===== config.mk =====
export PLATFORM = sky130hd
export DESIGN_NAME = dptt_ram
export DESIGN_NICKNAME = d
export VERILOG_FILES = /design/src/sv/dptt_ram.sv
export SDC_FILE = /design/constraint.sdc
export NUM_CORES = 1
export LEC_CHECK = 0
export ABC_AREA = 1
export BUFFER_PORTS_ARGS = -buffer_cell sky130_fd_sc_hd__buf_2
export CAP_MARGIN = 20
export CORE_ASPECT_RATIO = 0.9
export CORE_MARGIN = 2
export CORE_UTILIZATION = 55
export DETAILED_ROUTE_END_ITERATION = 7
export PLACE_DENSITY = 0.73
export SKIP_LAST_GASP = 1
export SYNTH_ARGS = -nofsm -noshare
export SYNTH_HDL_FRONTEND = slang
export SYNTH_SLANG_ARGS = --single-unit
export TNS_END_PERCENT = 50

===== constraint.sdc =====
create_clock -name clock -period 1.3 [get_ports clock]
set_clock_uncertainty 0.05 [all_clocks]
set_input_delay 0.26 -clock clock [delete_from_list [all_inputs] [get_ports clock]]
set_output_delay 0.26 -clock clock [all_outputs]
set_load 0.02 [all_outputs]

===== src/sv/dptt_ram.sv =====
// Simple dual-port RAM: one write port, one registered read port.
`default_nettype none
module dptt_ram #(
   parameter int DATA_W = 8,
   parameter int ADDR_W = 4
) (
   input  wire logic              clock,
   input  wire logic              wr_en,
   input  wire logic [ADDR_W-1:0] wr_addr,
   input  wire logic [DATA_W-1:0] wr_data,
   input  wire logic              rd_en,
   input  wire logic [ADDR_W-1:0] rd_addr,
   output      logic [DATA_W-1:0] rd_data
);

   logic [DATA_W-1:0] mem_ff [1 << ADDR_W];
   logic [DATA_W-1:0] rd_data_ff;

   always_ff @(posedge clock) begin
      if (wr_en) begin
         mem_ff[wr_addr] <= wr_data;
      end
      if (rd_en) begin
         rd_data_ff <= mem_ff[rd_addr];
      end
   end

   assign rd_data = rd_data_ff;

endmodule
`default_nettype wire


Word level (Yosys, flattened, before mapping). Memory sizes are Yosys's and may differ from the RTL's. A register that Yosys moved wholly into a read port is not among the register bits. Index checks and enable logic that the tools add are counted.

Word-level logic and storage cells: 3. RAM bits: 128. Memories kept: 1. Register bits after elaboration: 0. Input port bits: 19.

Muxes and demuxes: 2.

Memories: mem_ff (depth 16, width 8, read ports 1, clocked after memory_dff 1, wr ports 1, line 16) `logic [DATA_W-1:0] mem_ff [1 << ADDR_W];`.

Operators by type and width (count): two-way mux 1 bit (2).

Depth between registers and ports, before layout.
Depth in word-level cells: 2. Depth in mapped cells: 8. Depth with buffers taken out: 7.

Worst setup path after synthesis. No wires, ideal clock.

Path type: input-to-reg. Start: in wr_addr[3]. End: mem mem_ff[4][0], enable pin. Cell stages on the path: 2. Setup slack: 0.039 ns. Buffers on the path: 0. Required time: 0.880 ns. Setup time: 0.370 ns. Arrival time: 0.841 ns. Cell sequence: nand3b_1 -> nor2_1.

RTL lines: from (decl) (line 9) `input wire logic [ADDR_W-1:0] wr_addr,`; to (decl) (line 16).

Straight into the memory's write port.

Worst setup path after layout.
Start: reg rd_data_ff[4] (netlist: rd_data[4]), read port of mem_ff. End: out rd_data[4].

RTL lines: from (decl) (line 17) `logic [DATA_W-1:0] rd_data_ff;`; to (decl) (line 13) `output logic [DATA_W-1:0] rd_data`.

No word-level cell between the ends.

==> summary.txt <==
Violated checks -> setup timing
Most frequent cell after synthesis -> nand2_1
Total Nets Final -> 630
Synthesized area -> 5850 µm²
Critical path endpoint category -> output pin
Sequential area share after synthesis -> 0.698
GPL Wtd Cong -> 0.867
Share of layout cells above drive strength 1 -> 0.148
Initial antenna violation count -> 0
Tot GR Track Use -> 0.246
Post-detail-place hpwl -> 8.57 mm
Clk_lat worst skew -> 410 ps
Commonest cells post-synth -> nand2_1 (173), edfxtp_1 (136), inv_1 (100)
Max-slew violations -> 0
Largest net degree at the start of global routing -> 24
CTS sink cnt -> 136
Total number of vias -> 3,939
IO Pins -> 27
Final setup vio count -> 1
Final Hold Viols -> 0
Tcrit/Tclk final -> 1.02
Slew headroom -> 0.737
Fmax -> 753 MHz
Worst vdd ir -> 0.00198 V
CP delay by family, top -> flip-flops
DRT antenna net count -> 0
Vias in the first global route -> 3,819
Final critical-path required period -> 1330 ps
WP data arrival -> 1020 ps
Pre-antenna DRT Iters -> 5
IO buf count -> 26
PwrDens -> 1480 nW/µm²
Dpl cell area -> 6350 µm²
Synth area leader -> edfxtp_1
Mapped Nets -> 570
H-tree levels -> 4
CTS buffer count -> 17
Syn Area/Cell -> 10.6 µm²
Unrepaired setup endpoints after global routing -> true
Outcome -> finished with violations
DRT iter0 DRCs -> 348
Slew @ Worst Pin -> 394 ps
Clk root buf -> clkbuf_16
Startpoint Class -> register
Chip Width -> 113 µm
Share of the synthesized area in the top cell type -> 0.698
First-pass GRT wire length -> 20.5 mm
Synth async-reset ratio -> 0
Hold WC Path Type -> input port to register
Core area -> 10,300 µm²
Initial Utilization -> 0.568
Worst-path clk slew -> 60 ps
Vias per std cell -> 5.24
Post-layout instance area -> 6920 µm²
Die area -> 11,500 µm²
Post-route DRC -> 0
# rows -> 35
Routed Wire Length -> 13.1 mm
Max clock buf depth -> 2
Top_reg_cell synth -> edfxtp_1
Setup ws final -> -28.0 ps
Max Cap Violations -> 0
Synth Warn # -> 0
Worst hold slack -> 179 ps
Setup TNS -> -28.0 ps
Mapped Cells -> 551
Max incr delay on CP -> 450 ps
WP data required -> 990 ps
Syn-to-layout area delta -> 18.4%
CP max-delay cell -> edfxtp_1
Worst Path Max Fanout -> 1
Hold Buf Count CTS -> 0
# diodes -> 0
CP Class -> register to output pin
Post-synth cell types -> 11
Post-synth EDFFs -> 136
Synth top area cells -> edfxtp_1 (70%), nand2_1 (11%), nand3_1 (8.3%)
Pwr Total -> 10.3 mW
Die H -> 102 µm
Crit path cell chain -> buf_6
CTS tree -> built
Drt wl/cell -> 17.4 µm
Leak -> 3.04 nW
WP buf/inv -> 1
Total global routing overflow -> 0
Flops & latches, synth -> 136
-- final timing paths --
| check | startpoint | cells after the start | slack [ps] | to |
|---|---|---|---|---|
| min | rd_en | 1 | 180 | rd_data[1] |
| max | rd_data[4] | 1 | -30 | rd_data[4] |
| max reg2reg | mem_ff[4][4] | 6 | 100 | rd_data[4] |
| min reg2reg | mem_ff[14][0] | 6 | 720 | rd_data[0] |
-- metrics by stage --
stage / std cells / worst slack, ps / utilization
global route: 752 / -48.4 / 0.673
CTS: 752 / -35.1 / 0.673
detailed placement: 721 / -287 / 0.617
floorplan: 551 / 39.2 / -
finish: 752 / -28.0 / 0.673
global placement: 721 / -223 / 0.617
-- state kept, by name, indices dropped and copies added (netlist names) --
name and count:
mem_ff 128, rd_data 8
-- power by group --
group	switching (mW)	internal [mW]	leakage (nW)	total, mW
clock network	1.67	2.95	0.277	4.62
registers	0.0276	4.94	1.24	4.97
logic	0.457	0.234	1.53	0.691
total	2.15	8.13	3.04	10.3
-- layout make-up --
cell class                 instances  area (µm²)
sequential                       136        4080
inverter                         102         383
tap                              129         161
multi-input combinational        289        1210
timing repair buffer              65         517
clock buffer                      18         429
fill                             756        3370
clock inverter                    13         136
-- routing by layer --
| layer | global-route usage | wire length (µm) | vias up |
|---|---|---|---|
| li1 | - | - | 1898 |
| met1 | 0.350 | 5800 | 1843 |
| met2 | 0.382 | 6070 | 187 |
| met3 | 0.0647 | 1100 | 11 |
| met4 | 0.0713 | 144 | 0 |
| met5 | 0 | 0 | - |
-- layout by cell type (no fill, tap or decap) --
cell,synthesis,routed
inv_2,2,2
clkbuf_1,0,1
nand2_1,173,173
nand3_1,97,97
clkinvlp_4,0,1
edfxtp_1,136,136
inv_1,100,100
clkbuf_16,0,17
clkinv_1,0,5
buf_4,4,32
nand3b_1,2,2
nor2_1,17,17
buf_6,6,1
bufinv_16,0,3
clkinv_2,0,4
buf_2,13,25
buf_12,0,7
-- logic make-up after synthesis --
group,share of synthesized area
buffers and inverters,0.0939
DFF,0.698
and+or+nand+nor,0.208
-- timing repair --
item,in CTS,in global routing
resized for setup,2,0
endpoints found under the setup margin,2,3
pin swaps,0,0
cloned,0,0
endpoints found under the hold margin,0,0
buffers inserted,0,0
Note: power is estimated with default switching activity, not from simulation.
