[src/sv/dptt_pkg.sv]
// Shared types and constants for the depth-preferred transposition table.
`default_nettype none
package dptt_pkg;

   // Slot count is a power of two; the slot index is the low key bits.
   localparam int IDX_W = 12;
   localparam int ENTRIES = 1 << IDX_W;
   localparam logic [IDX_W-1:0] SLOT_LAST = '1;

   localparam logic [1:0] MODE_STORE = 2'd0;
   localparam logic [1:0] MODE_PROBE = 2'd1;
   localparam logic [1:0] MODE_CLEAR = 2'd2;

   localparam logic [1:0] KIND_EMPTY = 2'd0;

   typedef struct packed {
      logic [1:0]         mode;
      logic [63:0]        key;
      logic [7:0]         search_depth;
      logic signed [15:0] store_score;
      logic [1:0]         bound_kind;
      logic [15:0]        move_code;
   } req_item_type;

   typedef struct packed {
      logic               key_matched;
      logic               full_hit;
      logic signed [15:0] hit_score;
      logic [15:0]        hit_move;
      logic [31:0]        hit_total;
      logic [31:0]        probe_total;
   } rsp_item_type;

   typedef struct packed {
      logic [63:0]        key;
      logic [7:0]         depth;
      logic signed [15:0] score;
      logic [1:0]         kind;
      logic [15:0]        move;
   } entry_type;

   typedef struct packed {
      logic wr_en;
      logic probe;
      logic hit;
      logic clear;
   } eval_ctl_type;

   typedef struct packed {
      logic               key_matched;
      logic               full_hit;
      logic signed [15:0] hit_score;
      logic [15:0]        hit_move;
   } hit_info_type;

endpackage
`default_nettype wire

[src/sv/dptt_eval.sv]
// Slot evaluation: replacement decision on store, key and depth check on probe, counter clear on clear.
`default_nettype none
module dptt_eval (
   input  wire dptt_pkg::req_item_type item,
   input  wire dptt_pkg::entry_type    stored,
   output      dptt_pkg::eval_ctl_type ctl,
   output      dptt_pkg::hit_info_type info,
   output      dptt_pkg::entry_type    new_entry
);
   import dptt_pkg::*;

   logic occupied;
   logic matched;
   logic full;

   always_comb begin
      occupied = (stored.kind != KIND_EMPTY);
      matched  = occupied && (stored.key == item.key);
      full     = matched && (stored.depth >= item.search_depth);

      ctl = '0;
      info = '0;
      case (item.mode)
         MODE_STORE: begin
            ctl.wr_en = !occupied || (item.search_depth >= stored.depth);
         end
         MODE_PROBE: begin
            ctl.probe        = 1'b1;
            ctl.hit          = full;
            info.key_matched = matched;
            info.full_hit    = full;
            info.hit_score   = full ? stored.score : '0;
            info.hit_move    = matched ? stored.move : '0;
         end
         MODE_CLEAR: begin
            ctl.clear = 1'b1;
         end
         default: begin
         end
      endcase

      new_entry.key   = item.key;
      new_entry.depth = item.search_depth;
      new_entry.score = item.store_score;
      new_entry.kind  = item.bound_kind;
      new_entry.move  = item.move_code;
   end

endmodule
`default_nettype wire
[config.mk]
export PLATFORM = sky130hd
export DESIGN_NAME = dptt_eval
export DESIGN_NICKNAME = d
export VERILOG_FILES = /design/src/sv/dptt_pkg.sv /design/src/sv/dptt_eval.sv
export SDC_FILE = /design/constraint.sdc
export NUM_CORES = 1
export LEC_CHECK = 0
export BUFFER_PORTS_ARGS = -buffer_cell sky130_fd_sc_hd__buf_2
export CAP_MARGIN = 0
export CORE_AREA = 2 2 139 141
export DETAILED_ROUTE_END_ITERATION = 10
export DIE_AREA = 0 0 141 143
export PLACE_DENSITY = 0.5
export SLEW_MARGIN = 20
export SYNTH_ARGS = -nofsm -noshare
export SYNTH_HDL_FRONTEND = slang
export SYNTH_SLANG_ARGS = --single-unit
[constraint.sdc]
create_clock -name vclk -period 2.64
set_input_delay 0.264 -clock vclk [all_inputs]
set_output_delay 0.264 -clock vclk [all_outputs]
set_load 0.02 [all_outputs]
## Word-level counts from Yosys, hierarchy flattened

Cells that the tools add are included.
W data, S select, Z words.

| cells by class | value |
|---|---|
| add/subtract/negate cells | 0 |
| $mul | 0 |
| div/mod/pow operators | 0 |
| $lt $le $gt $ge | 2 |
| equal/unequal tests | 3 |
| shifts and indexed selects | 0 |
| mux-type cells | 6 |
| bitwise logic cells | 0 |
| reduce and logical (&&, ||, !) cells | 6 |

Operators with widths:

| cell | count |
|---|---|
| $eq A64 B64 Y1 | 1 |
| $mux W34 | 1 |
| $mux W16 | 2 |
| $ge A8 B8 Y1 | 2 |
| $eq A2 B1 Y1 const B | 1 |
| $eq A2 B2 Y1 const B | 1 |
| $logic_and A1 B1 Y1 | 2 |
| $logic_not A2 Y1 | 1 |
| $mux W1 | 2 |
| $mux W2 | 1 |
| $reduce_bool A2 Y1 | 1 |
| $logic_not A1 Y1 | 1 |
| $logic_or A1 B1 Y1 | 1 |

| storage, ports and cells | value |
|---|---|
| flip-flop bits (word level) | 0 |
| bits in latches | 0 |
| bits in writable memories | 0 |
| ROM bits | 0 |
| input port bits | 214 |
| logic and storage cells | 17 |
| memories | 0 |

## Longest topological paths before layout

| depth | value |
|---|---|
| depth in word-level cells | 5 |
| mapped depth | 10 |

## Worst setup path after synthesis

No wires, ideal clock.

| timing path | value |
|---|---|
| path kind | input to output |
| start | in item[106] (netlist bit) |
| end | out info[32] (netlist bit) |
| data arrival time | 1.972 ns |
| data required time | 2.376 ns |
| path slack | 0.404 ns |
| stages | 8 |
| buffers on the path | 2 |
| cell sequence | nor2b_1 -> o21ai_0 -> nor4_1 -> nand4_1 -> nor3_2 -> clkbuf_1 -> and2_1 -> buf_4 |

RTL lines:

| what | line | text |
|---|---|---|
| start: declaration | dptt_eval.sv:4 | `input wire dptt_pkg::req_item_type item,` |
| end: declaration | dptt_eval.sv:7 | `output dptt_pkg::hit_info_type info,` |

==> results.sh <==
export IMPL_worst_ep_required_time_ns=2.38
export IMPL_syn_area_um2=2090
export IMPL_ir_drop_mv=0.05551
export IMPL_ant_nets=0
export IMPL_crit_arrival_ns=2.10
export IMPL_grt_pass1_wl_mm=12.05
export IMPL_syn_inst=288
export IMPL_crit_type="in2out"
export IMPL_holdPathStages=0
export IMPL_multi_input_area_um2=1159
export IMPL_die_width_um=141
export IMPL_coreArea_um2=18580
export IMPL_place_ws_ns=0.08179
export IMPL_total_power_mw=0.4513
export IMPL_min_from="item[32]"
export IMPL_max_freq_mhz=423.2
export IMPL_syn_nets=510
export IMPL_hpwl_mm=8.646
export IMPL_io_pins=358
export IMPL_num_antenna_cells=0
export IMPL_grt_max_degree=35
export IMPL_yosys_warnings=0
export IMPL_period_needed_ns=2.363
export IMPL_status="finished, final reports clean"
export IMPL_seq_area_um2=0
export IMPL_final_setup_tns_ns=0
export IMPL_finalCritPeriodShare_pct=89.51
export IMPL_powerDensity_nw_per_um2=147.4
export IMPL_viasPerCell=3.542
export IMPL_antenna_found_initial=0
export IMPL_p_leak_nw=1.882
export IMPL_min_path_type="in2out"
export IMPL_grt_pass1_vias=2231
export IMPL_hold_viol=0
export IMPL_start_kind="input port"
export IMPL_wl_per_cell_um=12.96
export IMPL_grt_use_total_pct=7.803
export IMPL_port_buffers=290
export IMPL_slew_limit_headroom_pct=66.65
export IMPL_drive_gt1_share_pct=66.53
export IMPL_syn_area_per_cell_um2=7.255
export IMPL_crit_path_end_kind="output port"
export IMPL_ys_seq_area_share_pct=0
export IMPL_die_y_um=143
export IMPL_vias=2501
export IMPL_drv_slew=0
export IMPL_wl_mm=9.151
export IMPL_grt_overflow_total=0
export IMPL_crit_path_max_fanout=17
export IMPL_drc=0
export IMPL_place_gp_congestion=0.6996
export IMPL_first_iter_violations=75
export IMPL_finalWorstSetupSlack_ns=0.2768
export IMPL_first_pass_iters=4
export IMPL_min_to="new_entry[32]"
export IMPL_nets=696
export IMPL_cts_resized=0
export IMPL_seq_cells=0
export IMPL_fillers=2143
export IMPL_syn_to_final_growth_pct=46.53
export IMPL_rsz0062_at_grt="false"
export IMPL_start_util_pct=11.25
export IMPL_maxCapViolations=0
export IMPL_die_area_um2=20160
export IMPL_tightest_slew_ns=0.5003
export IMPL_setup_viol=0
export IMPL_n_clock_buffer=0
export IMPL_rows=50
export IMPL_ys_types=36
[layer usage]
metal  part of all wire, %  GRT usage (%)
met1                    40          9.155
met2                    52          15.48
met4                  0.11         0.2105
met5                     0              0
met3                   8.0          1.408
[synth_stat cells (all sizes together)]
library cell	instances	area, um2
a21o	1	7.510
a21oi	5	25.02
a221o	1	10.01
a221oi	2	23.77
a22o	2	17.52
a22oi	1	7.510
and2	3	21.27
and3	32	214.0
buf	108	814.5
clkbuf	4	15.01
ha	8	100.1
inv	27	101.4
nand2	3	11.26
nand2b	3	18.77
nand3	1	5.000
nand4	8	50.05
nand4b	1	8.760
nor2	1	3.750
nor2b	2	12.51
nor3	4	25.02
nor4	10	90.08
o2111ai	2	17.52
o21ai	4	20.02
o221ai	2	17.52
o22ai	4	25.02
o2bb2ai	3	26.28
or2	1	6.260
xnor2	19	166.4
xor2	26	227.7
[timing repair]
| item | CTS | global route |
|---|---|---|
| buffers inserted | 0 | 1 |
| endpoints found under the setup margin | 0 | 11 |
| hold buffers | 0 | 0 |
[cells in the final DEF, fill, tap and decap left out, types with 2 or more instances in the layout]
| cell | n |
|---|---|
| and3_2 | 11 |
| xnor2_1 | 19 |
| nand2b_1 | 3 |
| nand2_1 | 3 |
| nor4_1 | 7 |
| ha_1 | 8 |
| buf_2 | 290 |
| a22o_1 | 2 |
| inv_1 | 27 |
| nor4_2 | 2 |
| xor2_1 | 26 |
| o2bb2ai_1 | 3 |
| and2_1 | 2 |
| a21oi_1 | 5 |
| nor2b_1 | 2 |
| buf_4 | 5 |
| nand4_1 | 8 |
| and3_1 | 21 |
| o21ai_0 | 4 |
| o221ai_1 | 2 |
| nor3_1 | 3 |
| o2111ai_1 | 2 |
| o22ai_1 | 4 |
[through the flow]
step           utilization, %  instances  cell area (um2)  hold WS [ns]
2_1_floorplan               -        288             2090        0.6061
3_3_place_gp            16.44        705             3054        0.5281
3_5_place_dp            16.44        705             3054        0.5281
4_1_cts                 16.44        705             3054        0.5281
6_report                16.48        706             3062        0.5280
5_1_grt                 16.48        706             3062        0.5280
[worst max-delay path, cell delays in order]
cell and delay (ns):
buf_2 0.11, xor2_1 0.17, a221oi_2 0.25, o2111ai_1 0.25, nor4_4 0.31, buf_4 0.18
and2_4 0.23, and3_2 0.19, buf_2 0.15
[layout make-up]
cell class / count / share of cell area (%)
repair buffers: 296 / 49.28
multi-input cells: 149 / 37.84
inverters: 27 / 3.310
well taps: 234 / 9.563
[cells by family after synthesis]
logic type	after synthesis	share of synthesized area, %
XOR/XNOR	45	18.86
adder cells (fa/ha/maj)	8	4.791
AND/OR/NAND/NOR	69	22.33
AO/OA/AOI/OAI	27	9.462
buffers and inverters	139	44.55
[power breakdown]
part,internal (mW),switching (mW),total (mW)
Clock,0,0,0
Combinational,0.205,0.246,0.451
Sequential,0,0,0
Total,0.205,0.246,0.451
[worst max-delay path by stage]
stage	start	slack, ns	endpoint
floorplan	item[106]	0.40	info[32]
global placement	item[63]	0.08	info[23]
detailed placement	item[63]	0.08	info[21]
CTS	item[63]	0.08	info[21]
global route	item[53]	0.04	info[5]
finish	item[63]	0.28	info[21]
No activity file was read; power rests on OpenSTA's default activity.
